===== src/design/pst_pkg.sv =====
// Shared widths, codes and record types for the priority task scheduler.
// Used by the slot cell, the statistics unit and the top level.
package pst_pkg;

    localparam int MAX_TASKS = 64;
    localparam int IDX_W     = (MAX_TASKS > 1) ? $clog2(MAX_TASKS) : 1;

    localparam int PRIO_W  = 4;
    localparam int BURST_W = 16;
    localparam int TIME_W  = 32;
    localparam int ID_W    = 16;
    localparam int CNT_W   = 16;
    localparam int SUM_W   = 40;

    localparam int S_DATA_W = 24;
    localparam int M_DATA_W = 200;
    localparam int M_USER_W = 2;

    localparam logic CMD_ADD      = 1'b0;
    localparam logic CMD_DISPATCH = 1'b1;

    localparam logic [1:0] STATUS_DISPATCHED = 2'd0;
    localparam logic [1:0] STATUS_EMPTY      = 2'd1;
    localparam logic [1:0] STATUS_ADDED      = 2'd2;
    localparam logic [1:0] STATUS_FULL       = 2'd3;

    // One table slot
    typedef struct packed {
        logic               valid;
        logic [PRIO_W-1:0]  prio;
        logic [BURST_W-1:0] burst;
        logic [TIME_W-1:0]  arrival;
        logic [ID_W-1:0]    id;
    } slot_t;

    // Search token that travels down the row of cells
    typedef struct packed {
        logic               pulse;
        logic               have;
        logic [PRIO_W-1:0]  prio;
        logic [IDX_W-1:0]   idx;
        logic [BURST_W-1:0] burst;
        logic [TIME_W-1:0]  arrival;
        logic [ID_W-1:0]    id;
    } tok_t;

    // Broadcast control from the sequencer to every cell
    typedef struct packed {
        logic               add_en;
        logic               shift_en;
        logic [IDX_W-1:0]   shift_idx;
        logic [PRIO_W-1:0]  prio;
        logic [BURST_W-1:0] burst;
        logic [TIME_W-1:0]  arrival;
        logic [ID_W-1:0]    id;
    } ctl_t;

    // Timing figures from the statistics unit
    typedef struct packed {
        logic [TIME_W-1:0] task_wait;
        logic [TIME_W-1:0] turnaround_time;
        logic [CNT_W-1:0]  tasks_done;
        logic [SUM_W-1:0]  total_wait;
        logic [SUM_W-1:0]  total_turnaround;
    } stat_res_t;

    // Result record: status travels on tuser, the rest is the tdata image
    // with the task id in the lowest bits
    typedef struct packed {
        logic [1:0]         status;
        logic [3:0]         pad;
        logic [SUM_W-1:0]   total_turnaround;
        logic [SUM_W-1:0]   total_wait;
        logic [CNT_W-1:0]   tasks_done;
        logic [TIME_W-1:0]  turnaround_time;
        logic [TIME_W-1:0]  task_wait;
        logic [BURST_W-1:0] run_burst;
        logic [PRIO_W-1:0]  run_priority;
        logic [ID_W-1:0]    task_id;
    } res_t;

    function automatic logic [SUM_W-1:0] sat_add40(input logic [SUM_W-1:0] a,
                                                   input logic [TIME_W-1:0] b);
        logic [SUM_W:0] s;
        s = {1'b0, a} + {{(SUM_W + 1 - TIME_W){1'b0}}, b};
        return s[SUM_W] ? {SUM_W{1'b1}} : s[SUM_W-1:0];
    endfunction

endpackage


===== src/design/pst_cell.sv =====
// One slot of the task table with its stage of the priority search.
// Depends on pst_pkg for the slot, token and control records.
module pst_cell (
    input  logic                    aclk,
    input  logic                    aresetn,
    input  logic [pst_pkg::IDX_W-1:0] cell_idx,
    input  pst_pkg::ctl_t           ctl,
    input  logic                    prev_valid,
    input  pst_pkg::slot_t          next_slot,
    input  pst_pkg::tok_t           tok_in,
    output pst_pkg::slot_t          slot,
    output pst_pkg::tok_t           tok_out
);
    import pst_pkg::*;

    slot_t slot_reg, slot_next;
    tok_t  tok_reg, tok_next;
    logic  take_add, take_shift;

    assign take_add   = ctl.add_en && !slot_reg.valid && prev_valid;
    assign take_shift = ctl.shift_en && (cell_idx >= ctl.shift_idx);

    always_comb begin
        slot_next = slot_reg;
        if (take_shift) begin
            // close the gap left by the dispatched task
            slot_next = next_slot;
        end else if (take_add) begin
            slot_next.valid   = 1'b1;
            slot_next.prio    = ctl.prio;
            slot_next.burst   = ctl.burst;
            slot_next.arrival = ctl.arrival;
            slot_next.id      = ctl.id;
        end
    end

    always_comb begin
        tok_next = tok_in;
        // strictly greater keeps the earliest added task among equals
        if (tok_in.pulse && slot_reg.valid && (!tok_in.have || slot_reg.prio > tok_in.prio))
        begin
            tok_next.have    = 1'b1;
            tok_next.prio    = slot_reg.prio;
            tok_next.idx     = cell_idx;
            tok_next.burst   = slot_reg.burst;
            tok_next.arrival = slot_reg.arrival;
            tok_next.id      = slot_reg.id;
        end
    end

    always_ff @(posedge aclk) begin
        if (!aresetn) begin
            slot_reg.valid <= 1'b0;
            tok_reg.pulse  <= 1'b0;
        end else begin
            slot_reg.valid <= slot_next.valid;
            tok_reg.pulse  <= tok_next.pulse;
        end
    end

    always_ff @(posedge aclk) begin
        slot_reg.prio    <= slot_next.prio;
        slot_reg.burst   <= slot_next.burst;
        slot_reg.arrival <= slot_next.arrival;
        slot_reg.id      <= slot_next.id;
        tok_reg.have     <= tok_next.have;
        tok_reg.prio     <= tok_next.prio;
        tok_reg.idx      <= tok_next.idx;
        tok_reg.burst    <= tok_next.burst;
        tok_reg.arrival  <= tok_next.arrival;
        tok_reg.id       <= tok_next.id;
    end

    assign slot    = slot_reg;
    assign tok_out = tok_reg;

endmodule


===== config.mk =====
export PLATFORM = sky130hd
export DESIGN_NAME = pst_cell
export DESIGN_NICKNAME = d
export VERILOG_FILES = /design/src/design/pst_pkg.sv /design/src/design/pst_cell.sv
export SDC_FILE = /design/constraint.sdc
export NUM_CORES = 1
export LEC_CHECK = 0
export BUFFER_PORTS_ARGS = -buffer_cell sky130_fd_sc_hd__buf_4
export CAP_MARGIN = 5
export CORE_AREA = 3 3 144 146
export CTS_BUF_LIST = sky130_fd_sc_hd__clkbuf_16
export CTS_CLUSTER_DIAMETER = 50
export CTS_CLUSTER_SIZE = 12
export DETAILED_ROUTE_END_ITERATION = 10
export DIE_AREA = 0 0 147 149
export SYNTH_ARGS = -nofsm -noshare
export SYNTH_HDL_FRONTEND = slang
export SYNTH_SLANG_ARGS = --single-unit

===== constraint.sdc =====
create_clock -name aclk -period 6.5 [get_ports aclk]
set_input_delay 0.325 -clock aclk [delete_from_list [all_inputs] [get_ports aclk]]
set_output_delay 0.325 -clock aclk [all_outputs]
set_load 0.005 [all_outputs]

==> results.json <==
{
  "status": "finished clean",
  "power.leakage_uw": 0.00414,
  "fin_nets": 969,
  "worstReg2RegEnd": "tok_out[0]$_DFF_P_",
  "synth_top_cells_by_count": "mux2_2, dfxtp_1, edfxtp_1",
  "hpwl_mm": 14.6,
  "netlist_area_um2": 5650,
  "fin_crit_ns": 2.29,
  "fmax_ghz": 0.436,
  "r2r-start": "slot[67]$_DFFE_PP_",
  "cts_tree": "built",
  "htree_levels": 4,
  "antenna_found_initial": 0,
  "vias": 4322,
  "postCtsSetupBuffers": 0,
  "clk_pin_slew_worst_paths_ns": 0.06,
  "synth_top_family_by_area": "multiplexers",
  "r2r_slack_ns": 4.27,
  "fin_setup_tns_ns": 0,
  "fin_cells": 1007,
  "largest_reg_flops": 76,
  "portBuffers": 374,
  "max_cap_viol_count": 0,
  "avgSynthCellArea_um2": 16.3,
  "grt_busiest_layer": "met2",
  "powerDensity_nw_per_um2": 277,
  "clockBufferDepth": 2,
  "maxSlewViolCount": 0,
  "async_flop_share_pct": 0,
  "clock_sinks": 145,
  "fin_total_pwr_uw": 2590,
  "drt-total-wl_mm": 18.5,
  "num_rows": 51,
  "synth_simple_gate_area_share_pct": 1.17,
  "syn_nets": 587,
  "worstPathRequired_ns": 6.66,
  "hp-start": "tok_in[74]",
  "hp-class": "input pin to flop",
  "worst_skew_pair.late_latency_ns": 0.41,
  "grt_use_total_pct": 16.1,
  "setup_viol": 0,
  "grt_pass1_wl_mm": 26.8,
  "grt_use_met3_pct": 7.08,
  "rsz0062_at_grt": "false",
  "final_hold_viol_count": 0,
  "drcViolationCount": 0,
  "crit_type": "input pin to flop",
  "dp_slack_ns": 3.75,
  "grtUsageMet1_pct": 15.3,
  "drtPass1Iterations": 4,
  "cts_root_buf": "clkbuf_16",
  "synth.ff_latch_count": 145,
  "holdPathStages": 3,
  "areaGrowthSynthToFinish_pct": 65.3,
  "synth_compound_area_share_pct": 1.57,
  "yosys_warnings": 0,
  "gp_congestion": 0.808,
  "cts_inserted_buffers": 17,
  "synth_top_area_share_pct": 36.2,
  "synth_area_leader_cell": "edfxtp_1",
  "synth_cells": 347,
  "die_area_um2": 21900,
  "r2r_cells": 6,
  "grt_pass1_vias": 4728,
  "wl_per_cell_um": 18.4,
  "grt_start_max_net_pins": 70,
  "cts_hold_buf": 0,
  "start_kind": "input pin",
  "yosysUniqueCellTypes": 22,
  "io_pins": 375,
  "drtIter0Drc": 119,
  "die_w_um": 147,
  "grtUsageMet2_pct": 30.7,
  "ys_seq_area_share_pct": 63.4,
  "die_h_um": 149,
  "overflow": 0,
  "ys.flop_type": "dfxtp_1",
  "placedCellCount": 975,
  "cp_max_fo": 69,
  "vdd_ir_drop_max_mv": 0.164,
  "setup_ws_ns": 4.21,
  "worstMarginPinSlew_ns": 1.07,
  "ant_nets": 0,
  "max_slew_margin_pct": 28.7,
  "synth_mux_area_share_pct": 28.5,
  "drt-vias-per-instance": 4.29,
  "coreArea_um2": 19500,
  "cts_resized": 0,
  "endpoint_kind": "flop",
  "fin_crit_sh_pct": 35.3,
  "final.setup_skew_ns": 0.00877,
  "synth_top_cells_by_area": "edfxtp_1, dfxtp_1, mux2_2",
  "crit_path_start": "cell_idx[0]",
  "synth_edf_count": 68,
  "synth_most_common_cell": "mux2_2",
  "synthAdderAreaFrac_pct": 2.22,
  "cp.arrival_ns": 2.45,
  "antenna_cells": 0,
  "drive_above_1_share_pct": 73.0,
  "holdPathEnd": "tok_out[74]$_SDFF_PP1_",
  "synth_xor_area_share_pct": 0,
  "initial_utilization_pct": 28.9
}
## layout by cell type (no fill, tap or decap), drive strengths merged, types with 4 or more instances in the layout
master	instances
buf	378
mux2	142
dfxtp	77
edfxtp	68
clkbuf	17
inv	17
ha	10
nand2	7
clkinvlp	5
bufinv	4
## how the worst max path moves through the flow
stage | end
floorplan | slot[0]$_DFFE_PP_
global placement | slot[0]$_DFFE_PP_
detailed placement | slot[43]$_DFFE_PP_
CTS | slot[34]$_DFFE_PP_
global route | slot[61]$_DFFE_PP_
finish | slot[34]$_DFFE_PP_
## stage by stage
stage | cell area [um2] | utilization, % | hold slack [ns]
floorplan | 5650 | - | 0.421
global placement | 8710 | 44.6 | 0.486
detailed placement | 8710 | 44.6 | 0.487
CTS | 9340 | 47.8 | 0.0972
global route | 9340 | 47.8 | 0.105
finish | 9340 | 47.8 | 0.122
## layer usage
layer | wire length (um) | up-vias | part of all wire, %
met5 | 0 | - | 0
li1 | - | 2034 | -
met4 | 388 | 0 | 2.1
met2 | 10100 | 228 | 55
met3 | 1770 | 27 | 9.6
met1 | 6250 | 2033 | 34
## area by class of cell
class | count | area (um2)
fill | 1805 | 10200
sequential | 145 | 3580
timing repair buffer | 378 | 2840
multi-input combinational | 176 | 1910
clock buffer | 17 | 425
tap | 265 | 332
clock inverter | 15 | 205
inverter | 11 | 41.3
## critical path: stages
cell and delay, ns:
buf_4 0.08, inv_1 0.03, ha_1 0.26, nand2b_1 0.14, a21oi_1 0.12, o31ai_4 0.24
buf_4 0.78, mux2_2 0.43
## power breakdown
part           leakage, uW  internal [uW]  switching, uW
clock             0.000295            647            403
combinational      0.00255            275            157
sequential         0.00130           1070           40.7
## cells by family after synthesis
family	after synthesis
fa+ha+maj	10
buf+inv	26
compound gates	10
simple gates	13
mux	143
flops	145
No activity file was read; power rests on OpenSTA's default activity.
