[src/design/pst_pkg.sv]
// Shared widths, codes and record types for the priority task scheduler.
// Used by the slot cell, the statistics unit and the top level.
package pst_pkg;

    localparam int MAX_TASKS = 64;
    localparam int IDX_W     = (MAX_TASKS > 1) ? $clog2(MAX_TASKS) : 1;

    localparam int PRIO_W  = 4;
    localparam int BURST_W = 16;
    localparam int TIME_W  = 32;
    localparam int ID_W    = 16;
    localparam int CNT_W   = 16;
    localparam int SUM_W   = 40;

    localparam int S_DATA_W = 24;
    localparam int M_DATA_W = 200;
    localparam int M_USER_W = 2;

    localparam logic CMD_ADD      = 1'b0;
    localparam logic CMD_DISPATCH = 1'b1;

    localparam logic [1:0] STATUS_DISPATCHED = 2'd0;
    localparam logic [1:0] STATUS_EMPTY      = 2'd1;
    localparam logic [1:0] STATUS_ADDED      = 2'd2;
    localparam logic [1:0] STATUS_FULL       = 2'd3;

    // One table slot
    typedef struct packed {
        logic               valid;
        logic [PRIO_W-1:0]  prio;
        logic [BURST_W-1:0] burst;
        logic [TIME_W-1:0]  arrival;
        logic [ID_W-1:0]    id;
    } slot_t;

    // Search token that travels down the row of cells
    typedef struct packed {
        logic               pulse;
        logic               have;
        logic [PRIO_W-1:0]  prio;
        logic [IDX_W-1:0]   idx;
        logic [BURST_W-1:0] burst;
        logic [TIME_W-1:0]  arrival;
        logic [ID_W-1:0]    id;
    } tok_t;

    // Broadcast control from the sequencer to every cell
    typedef struct packed {
        logic               add_en;
        logic               shift_en;
        logic [IDX_W-1:0]   shift_idx;
        logic [PRIO_W-1:0]  prio;
        logic [BURST_W-1:0] burst;
        logic [TIME_W-1:0]  arrival;
        logic [ID_W-1:0]    id;
    } ctl_t;

    // Timing figures from the statistics unit
    typedef struct packed {
        logic [TIME_W-1:0] task_wait;
        logic [TIME_W-1:0] turnaround_time;
        logic [CNT_W-1:0]  tasks_done;
        logic [SUM_W-1:0]  total_wait;
        logic [SUM_W-1:0]  total_turnaround;
    } stat_res_t;

    // Result record: status travels on tuser, the rest is the tdata image
    // with the task id in the lowest bits
    typedef struct packed {
        logic [1:0]         status;
        logic [3:0]         pad;
        logic [SUM_W-1:0]   total_turnaround;
        logic [SUM_W-1:0]   total_wait;
        logic [CNT_W-1:0]   tasks_done;
        logic [TIME_W-1:0]  turnaround_time;
        logic [TIME_W-1:0]  task_wait;
        logic [BURST_W-1:0] run_burst;
        logic [PRIO_W-1:0]  run_priority;
        logic [ID_W-1:0]    task_id;
    } res_t;

    function automatic logic [SUM_W-1:0] sat_add40(input logic [SUM_W-1:0] a,
                                                   input logic [TIME_W-1:0] b);
        logic [SUM_W:0] s;
        s = {1'b0, a} + {{(SUM_W + 1 - TIME_W){1'b0}}, b};
        return s[SUM_W] ? {SUM_W{1'b1}} : s[SUM_W-1:0];
    endfunction

endpackage

[src/design/pst_stats.sv]
// Clock, dispatch counter and saturating totals of the scheduler.
// Depends on pst_pkg; works out the figures of one dispatch in the steps p1, p2 and p3.
module pst_stats (
    input  logic                       aclk,
    input  logic                       aresetn,
    input  logic                       start,
    input  pst_pkg::tok_t              best,
    output logic [pst_pkg::TIME_W-1:0] cur_time,
    output logic                       done,
    output pst_pkg::stat_res_t         res
);
    import pst_pkg::*;

    logic [TIME_W-1:0]  time_reg, time_next;
    logic [CNT_W-1:0]   count_reg, count_next;
    logic [SUM_W-1:0]   wsum_reg, wsum_next;
    logic [SUM_W-1:0]   tsum_reg, tsum_next;
    logic [TIME_W-1:0]  wait_reg, turn_reg;
    logic [BURST_W-1:0] burst_reg;
    logic               p1_reg, p2_reg, p3_reg;

    always_comb begin
        time_next  = time_reg;
        count_next = count_reg;
        wsum_next  = wsum_reg;
        tsum_next  = tsum_reg;
        if (start) begin
            time_next = time_reg + {{(TIME_W - BURST_W){1'b0}}, best.burst};
        end
        if (p1_reg) begin
            if (count_reg != {CNT_W{1'b1}}) begin
                count_next = count_reg + 1'b1;
            end
            wsum_next = sat_add40(wsum_reg, wait_reg);
        end
        if (p2_reg) begin
            tsum_next = sat_add40(tsum_reg, turn_reg);
        end
    end

    always_ff @(posedge aclk) begin
        if (!aresetn) begin
            time_reg  <= '0;
            count_reg <= '0;
            wsum_reg  <= '0;
            tsum_reg  <= '0;
            p1_reg    <= 1'b0;
            p2_reg    <= 1'b0;
            p3_reg    <= 1'b0;
        end else begin
            time_reg  <= time_next;
            count_reg <= count_next;
            wsum_reg  <= wsum_next;
            tsum_reg  <= tsum_next;
            p1_reg    <= start;
            p2_reg    <= p1_reg;
            p3_reg    <= p2_reg;
        end
    end

    always_ff @(posedge aclk) begin
        if (start) begin
            wait_reg  <= time_reg - best.arrival;
            burst_reg <= best.burst;
        end
        if (p1_reg) begin
            // finish minus arrival is wait plus burst modulo the clock width
            turn_reg <= wait_reg + {{(TIME_W - BURST_W){1'b0}}, burst_reg};
        end
    end

    assign cur_time             = time_reg;
    assign done                 = p3_reg;
    assign res.task_wait        = wait_reg;
    assign res.turnaround_time  = turn_reg;
    assign res.tasks_done       = count_reg;
    assign res.total_wait       = wsum_reg;
    assign res.total_turnaround = tsum_reg;

endmodule

[config.mk]
export PLATFORM = sky130hd
export DESIGN_NAME = pst_stats
export DESIGN_NICKNAME = d
export VERILOG_FILES = /design/src/design/pst_pkg.sv /design/src/design/pst_stats.sv
export SDC_FILE = /design/constraint.sdc
export NUM_CORES = 1
export LEC_CHECK = 0
export BUFFER_PORTS_ARGS = -buffer_cell sky130_fd_sc_hd__buf_2
export CORE_MARGIN = 8
export CORE_UTILIZATION = 23
export CTS_CLUSTER_DIAMETER = 100
export CTS_CLUSTER_SIZE = 40
export DETAILED_ROUTE_END_ITERATION = 16
export MAX_ROUTING_LAYER = met4
export PLACE_DENSITY = 0.51
export SYNTH_ARGS = -nofsm -noshare
export SYNTH_HDL_FRONTEND = slang
export SYNTH_SLANG_ARGS = --single-unit
[constraint.sdc]
create_clock -name aclk -period 3.5 [get_ports aclk]
set_input_delay 0.7 -clock aclk [delete_from_list [all_inputs] [get_ports aclk]]
set_output_delay 0.7 -clock aclk [all_outputs]
set_load 0.005 [all_outputs]
==> results of run 1 <==
[layer usage]
metal / share of wire [%] / up-vias
met5: 0 / -
met4: 3.3 / 0
met3: 5.0 / 65
met2: 48 / 197
met1: 43 / 5660
li1: - / 6072
[worst paths after layout]
| path | cells after the start | from | to |
|---|---|---|---|
| worst max-delay path | 11 | cur_time[1] | wait_reg[31] |
| worst min-delay path | 1 | best[57] | burst_reg[9] |
| worst max register to register | 11 | cur_time[1] | wait_reg[31] |
| worst min register to register | 2 | cur_time[18] | cur_time[18] |
[cell usage in the layout, fill, tap and decap left out, drive strengths merged, types with 15 or more instances in the layout]
cell type	count
nor3	25
nand4	27
nand3	30
nand2b	16
o21ai	119
edfxtp	80
nand2	87
o21bai	24
clkbuf	15
a21oi	180
xnor2	77
inv	78
a21o	56
xor2	75
o21a	18
buf	303
nor2	107
dfxtp	131
mux2i	21
and3	28
ha	128
[cell type report]
type,instances,area [µm²]
fill,6291,42200
timing repair buffer,303,1690
tap,773,967
sequential,211,5030
multi-input combinational,1179,8280
inverter,71,267
clock inverter,10,153
clock buffer,15,375
antenna,6,15.0
[power by group through the flow]
stage | Clock [mW] | Sequential [mW] | Combinational (mW)
finish | 2.01 | 3.05 | 2.57
global route | 2.18 | 3.09 | 2.88
CTS | 2.13 | 3.06 | 2.59
detailed placement | 0 | 3.11 | 2.58
global placement | 0 | 3.11 | 2.54
floorplan | 0 | 3.04 | 1.73
[logic make-up after synthesis]
logic type                 synth area share, %
xor gates and xnor gates                  9.68
and+or+nand+nor                           13.5
adders and majority gates                 12.4
muxes                                     1.53
buffers and inverters                     3.38
DFF                                       36.5
AOI/OAI and AO/OA                         23.0
[worst max-delay path: cells and delay by family, from the launching register on]
kind,cells,cell delay (ns)
fa+ha+maj,1,0.29
simple gates,3,0.58
xor+xnor,1,0.14
buf+inv,1,0.15
flops,1,0.40
compound gates,5,1.43
[per-stage QoR]
stage	TNS (ns)	util (%)	hold slack (ns)
detailed placement	-0.445	27.5	0.497
global placement	-0.429	27.5	0.476
CTS	0	28.4	0.326
global route	0	28.4	0.335
finish	0	28.4	0.365
floorplan	0	-	0.483
[cells in the mapped netlist, drive strengths merged (6+ instances only)]
cell type	n	area, µm²
buf	10	51.3
nand3	30	150
nand2	87	329
or3	9	56.3
inv	71	267
a211oi	14	123
a31oi	11	83.8
mux2i	21	210
o21a	18	135
o31ai	6	45.0
a21oi	180	901
xor2	75	657
dfxtp	131	2620
clkbuf	31	148
a211o	6	52.6
and3	28	176
and4	7	61.3
nor2	107	402
o21bai	24	180
and2	14	90.1
xnor2	77	674
edfxtp	80	2400
nor3	25	125
nand4	27	169
a21boi	6	56.3
o211ai	8	65.1
nand2b	16	100
a21o	56	422
ha	128	1600
o21ai	119	603
nor2b	10	62.6
[repair_timing]
item	CTS	global route
gates resized for setup	1	4
hold buffers	0	0
endpoints found under the setup margin	2	35
==> impl_metrics.py, run 1 <==
metrics = {
    "run_status": {
        "status": "finished, final reports clean",
    },
    "placed_design": {
        "io_buffers": 243,
        "gp_congestion": 0.877,
        "place_hpwl_mm": 37.8,
        "pre_cts_slack_ns": -0.192,
        "placed_cell_area_um2": 16200,
        "place_inst": 2537,
    },
    "clocking": {
        "cts-root-buf": "clkbuf_16",
        "numCtsBuffers": 15,
        "path_clk_slew_ns": 0.12,
        "clk_latency_ns": 0.52,
        "cts_setup_buffers": 0,
        "cts_num_sinks": 211,
        "htreeDepth": 1,
        "clk_path_buf_depth": 3,
        "tritoncts": "done",
    },
    "run": {
        "max_cap_viol_count": 0,
    },
    "worst_setup_path": {
        "crit_type": "reg2reg",
        "cp_cell_sequence": "ha_1 > nor2b_1 > o31ai_1 > buf_4 > a311oi_1 > o21ai_1 > o21a_1 > nand3b_1 > and4b_1 > o31a_1 > xnor2_1",
        "cp.arrival_ns": 3.51,
        "worst_path_max_delay_cell": "a311oi_1",
        "rrSetupSlack_ns": 0.25,
        "slowest_delay_ns": 0.52,
        "cp.required_ns": 3.76,
        "end_kind": "flop",
        "critical_path.max_fanout": 6,
        "worstSetupStartpointType": "flop",
    },
    "grt": {
        "gr-usage-met2_pct": 23.5,
        "met3_usage_pct": 2.77,
        "grt_pass1_vias": 12300,
        "grt_busiest_layer": "met2",
        "grt_use_total_pct": 13.6,
        "grt_max_degree": 81,
        "grt_pass1_wl_mm": 70.8,
        "grt_overflow": 0,
        "antenna_found_initial": 6,
        "met1_usage_pct": 15.7,
    },
    "power_and_ir_drop": {
        "p_int_mw": 4.84,
        "p_sw_mw": 2.79,
        "ir_drop_mv": 0.237,
        "p_clk_share_pct": 26.3,
        "comb_power_share_pct": 33.7,
        "p_per_area_nw_per_um2": 455,
        "swShare_pct": 36.5,
        "power_mw": 7.63,
        "p_leak_nw": 7.61,
        "pwr-share-seq_pct": 40.0,
    },
    "timing": {
        "finClkSkew_ns": 0.0237,
        "worst_slack_ns": 0.249,
        "fmax_mhz": 308,
        "rsz0062_at_grt": "false",
        "hold_violations": 0,
        "relSlewSlack_pct": 41.1,
        "post-route-min-period_ns": 3.25,
        "worst_pin_slew_ns": 0.883,
        "finalSetupViolations": 0,
        "period_share_pct": 92.9,
        "slew_viol_final": 0,
    },
    "logic_synthesis": {
        "synth_flop_cell": "dfxtp_1",
        "synthesis.nets": 1714,
        "yosysSeqAreaShare_pct": 36.5,
        "async_flop_share_pct": 0,
        "ys_types": 84,
        "synth_cells": 1502,
        "synth_area_per_cell_um2": 9.15,
        "ys_ff_latch": 211,
        "ys_warn_count": 0,
        "synth-edff-count": 80,
        "syn_area_um2": 13800,
    },
    "routing": {
        "ant_nets": 0,
        "viasPerCell": 4.67,
        "drc": 0,
        "drt_iter0_markers": 451,
        "drtPass1Iterations": 5,
        "wl_per_cell_um": 18.3,
        "route.vias.total": 12000,
        "drt_wl_total_mm": 46.9,
    },
    "floorplanning": {
        "die_h_um": 261,
        "initial_core_util_pct": 23.3,
        "rows": 89,
        "chipWidth_um": 261,
        "die_area_um2": 67900,
        "coreArea_um2": 59000,
        "pin_count": 272,
    },
    "layout": {
        "areaGrowthSynthToFinish_pct": 22.0,
        "design_area_um2": 16800,
        "instances_no_fill": 2568,
        "finish.net_count": 1993,
        "drive_gt1_share_pct": 20.2,
    },
    "min_path": {
        "hp-class": "in2reg",
    },
}
No activity file was read; power rests on OpenSTA's default activity.
==> run 2, diff against run 1 <==
--- a/config.mk
+++ b/config.mk
@@ -8,6 +8,7 @@
 export BUFFER_PORTS_ARGS = -buffer_cell sky130_fd_sc_hd__buf_2
 export CORE_MARGIN = 8
 export CORE_UTILIZATION = 23
+export CTS_BUF_LIST = sky130_fd_sc_hd__clkbuf_8
 export CTS_CLUSTER_DIAMETER = 100
 export CTS_CLUSTER_SIZE = 40
 export DETAILED_ROUTE_END_ITERATION = 16
==> impl_metrics.py, run 2 (synthesis results as in run 1) <==
metrics = {
    "worst_setup_path": {
        "critical_path.max_fanout": 28,
        "end_kind": "flop",
        "worstSetupStartpointType": "flop",
        "cp.required_ns": 3.95,
        "cp.arrival_ns": 3.73,
        "crit_type": "reg2reg",
    },
    "placed_design": {
        "place_inst": 2537,
        "pre_cts_slack_ns": -0.192,
        "placed_cell_area_um2": 16200,
        "io_buffers": 243,
        "gp_congestion": 0.877,
        "place_hpwl_mm": 37.8,
    },
    "timing": {
        "worst_slack_ns": 0.227,
        "slew_viol_final": 0,
        "whs_ns": 0.290,
        "fmax_mhz": 306,
        "relSlewSlack_pct": 41.8,
        "finClkSkew_ns": 0.0317,
        "finalSetupViolations": 0,
        "worst_pin_slew_ns": 0.873,
        "hold_violations": 0,
        "post-route-min-period_ns": 3.27,
        "period_share_pct": 93.5,
    },
    "routing": {
        "drtPass1Iterations": 5,
        "dr_wl_met3_mm": 2.44,
        "ant_nets": 0,
        "drt_iter0_markers": 496,
        "wl_met2_mm": 22.9,
        "viasPerCell": 4.68,
        "route.vias.total": 12000,
        "top_layer": "met4",
        "drc": 0,
        "drt_wl_total_mm": 47.2,
        "wl_met1_mm": 20.2,
        "wl_per_cell_um": 18.3,
    },
    "floorplanning": {
        "rows": 89,
        "die_area_um2": 67900,
        "pin_count": 272,
        "chipWidth_um": 261,
        "coreArea_um2": 59000,
        "die_h_um": 261,
        "initial_core_util_pct": 23.3,
    },
    "clocking": {
        "cts_hold_buf": 0,
        "path_clk_slew_ns": 0.19,
        "htreeDepth": 1,
        "cts-root-buf": "clkbuf_8",
        "tritoncts": "done",
        "clk_path_buf_depth": 3,
        "clk_latency_ns": 0.59,
        "cts_num_sinks": 211,
        "numCtsBuffers": 15,
    },
    "run": {
        "max_cap_viol_count": 0,
    },
    "layout": {
        "nFillCells": 6312,
        "instances_no_fill": 2571,
        "layout_commonest_cell": "buf_2",
        "areaGrowthSynthToFinish_pct": 20.9,
        "drive_gt1_share_pct": 20.2,
        "layout_common_cells": "buf_2, a21oi_1, dfxtp_1",
        "design_area_um2": 16600,
        "finish.net_count": 1994,
    },
    "grt": {
        "grt_pass1_wl_mm": 70.8,
        "grt_pass1_vias": 12300,
        "grt_use_total_pct": 13.6,
        "grt_max_degree": 81,
        "antenna_found_initial": 8,
        "grt_overflow": 0,
    },
    "power_and_ir_drop": {
        "ir_drop_mv": 0.212,
        "p_per_area_nw_per_um2": 434,
        "p_leak_nw": 7.54,
    },
    "run_status": {
        "status": "finished, final reports clean",
    },
    "min_path": {
        "hp-class": "in2reg",
    },
}
==> run 2: routing by layer <==
metal,track usage (%),vias to the layer above
met4,4.94,0
met1,15.6,5680
met2,23.4,208
met3,2.89,67
met5,-,-
li1,-,6086
==> run 2: stage by stage <==
step	setup TNS, ns	util (%)	total power [mW]
2_1_floorplan	0	-	4.77
5_1_grt	-0.00440	28.2	7.72
4_1_cts	0	28.1	7.35
6_report	0	28.2	7.21
3_3_place_gp	-0.429	27.5	5.65
3_5_place_dp	-0.445	27.5	5.69
==> run 2: worst paths after layout <==
| kind | endpoint | cells past startpoint | start | slack [ns] |
|---|---|---|---|---|
| max | tsum_reg[25] | 14 | turn_reg[0] | 0.23 |
| min reg2reg | cur_time[18] | 2 | cur_time[18] | 0.52 |
| max reg2reg | tsum_reg[25] | 14 | turn_reg[0] | 0.23 |
| min | burst_reg[9] | 1 | best[57] | 0.29 |
==> run 2: power breakdown <==
group          internal (mW)  switching, mW
registers               2.83          0.226
clock network          0.499           1.08
logic                   1.14           1.44
total                   4.46           2.75
==> run 2: cell type report <==
cell class | count | area [µm²] | share of cell area (%)
Multi-Input combinational cell | 1179 | 8280 | 49.8
Clock buffer | 15 | 206 | 1.24
Tap cell | 773 | 967 | 5.82
Antenna cell | 8 | 20.0 | 0.120
Inverter | 71 | 267 | 1.60
Timing Repair Buffer | 304 | 1700 | 10.2
Sequential cell | 211 | 5030 | 30.2
Clock inverter | 10 | 153 | 0.919
==> run 2: timing repair <==
| item | in CTS | in global routing |
|---|---|---|
| resized for setup | 1 | 4 |
| pin swaps | 0 | 0 |
| endpoints found under the setup margin | 3 | 37 |
| setup buffers | 0 | 1 |
==> run 2: critical path: stages, from the launching register on <==
cell and delay (ns):
edfxtp_1 0.46, ha_1 0.23, fa_1 0.46, a211oi_2 0.28, o21ai_1 0.15, and3_1 0.23, o21ai_1 0.15, buf_4 0.14
and2_1 0.14, o21ai_1 0.09, buf_4 0.16, a21o_1 0.21, a21boi_4 0.16, buf_12 0.19, a41oi_1 0.12
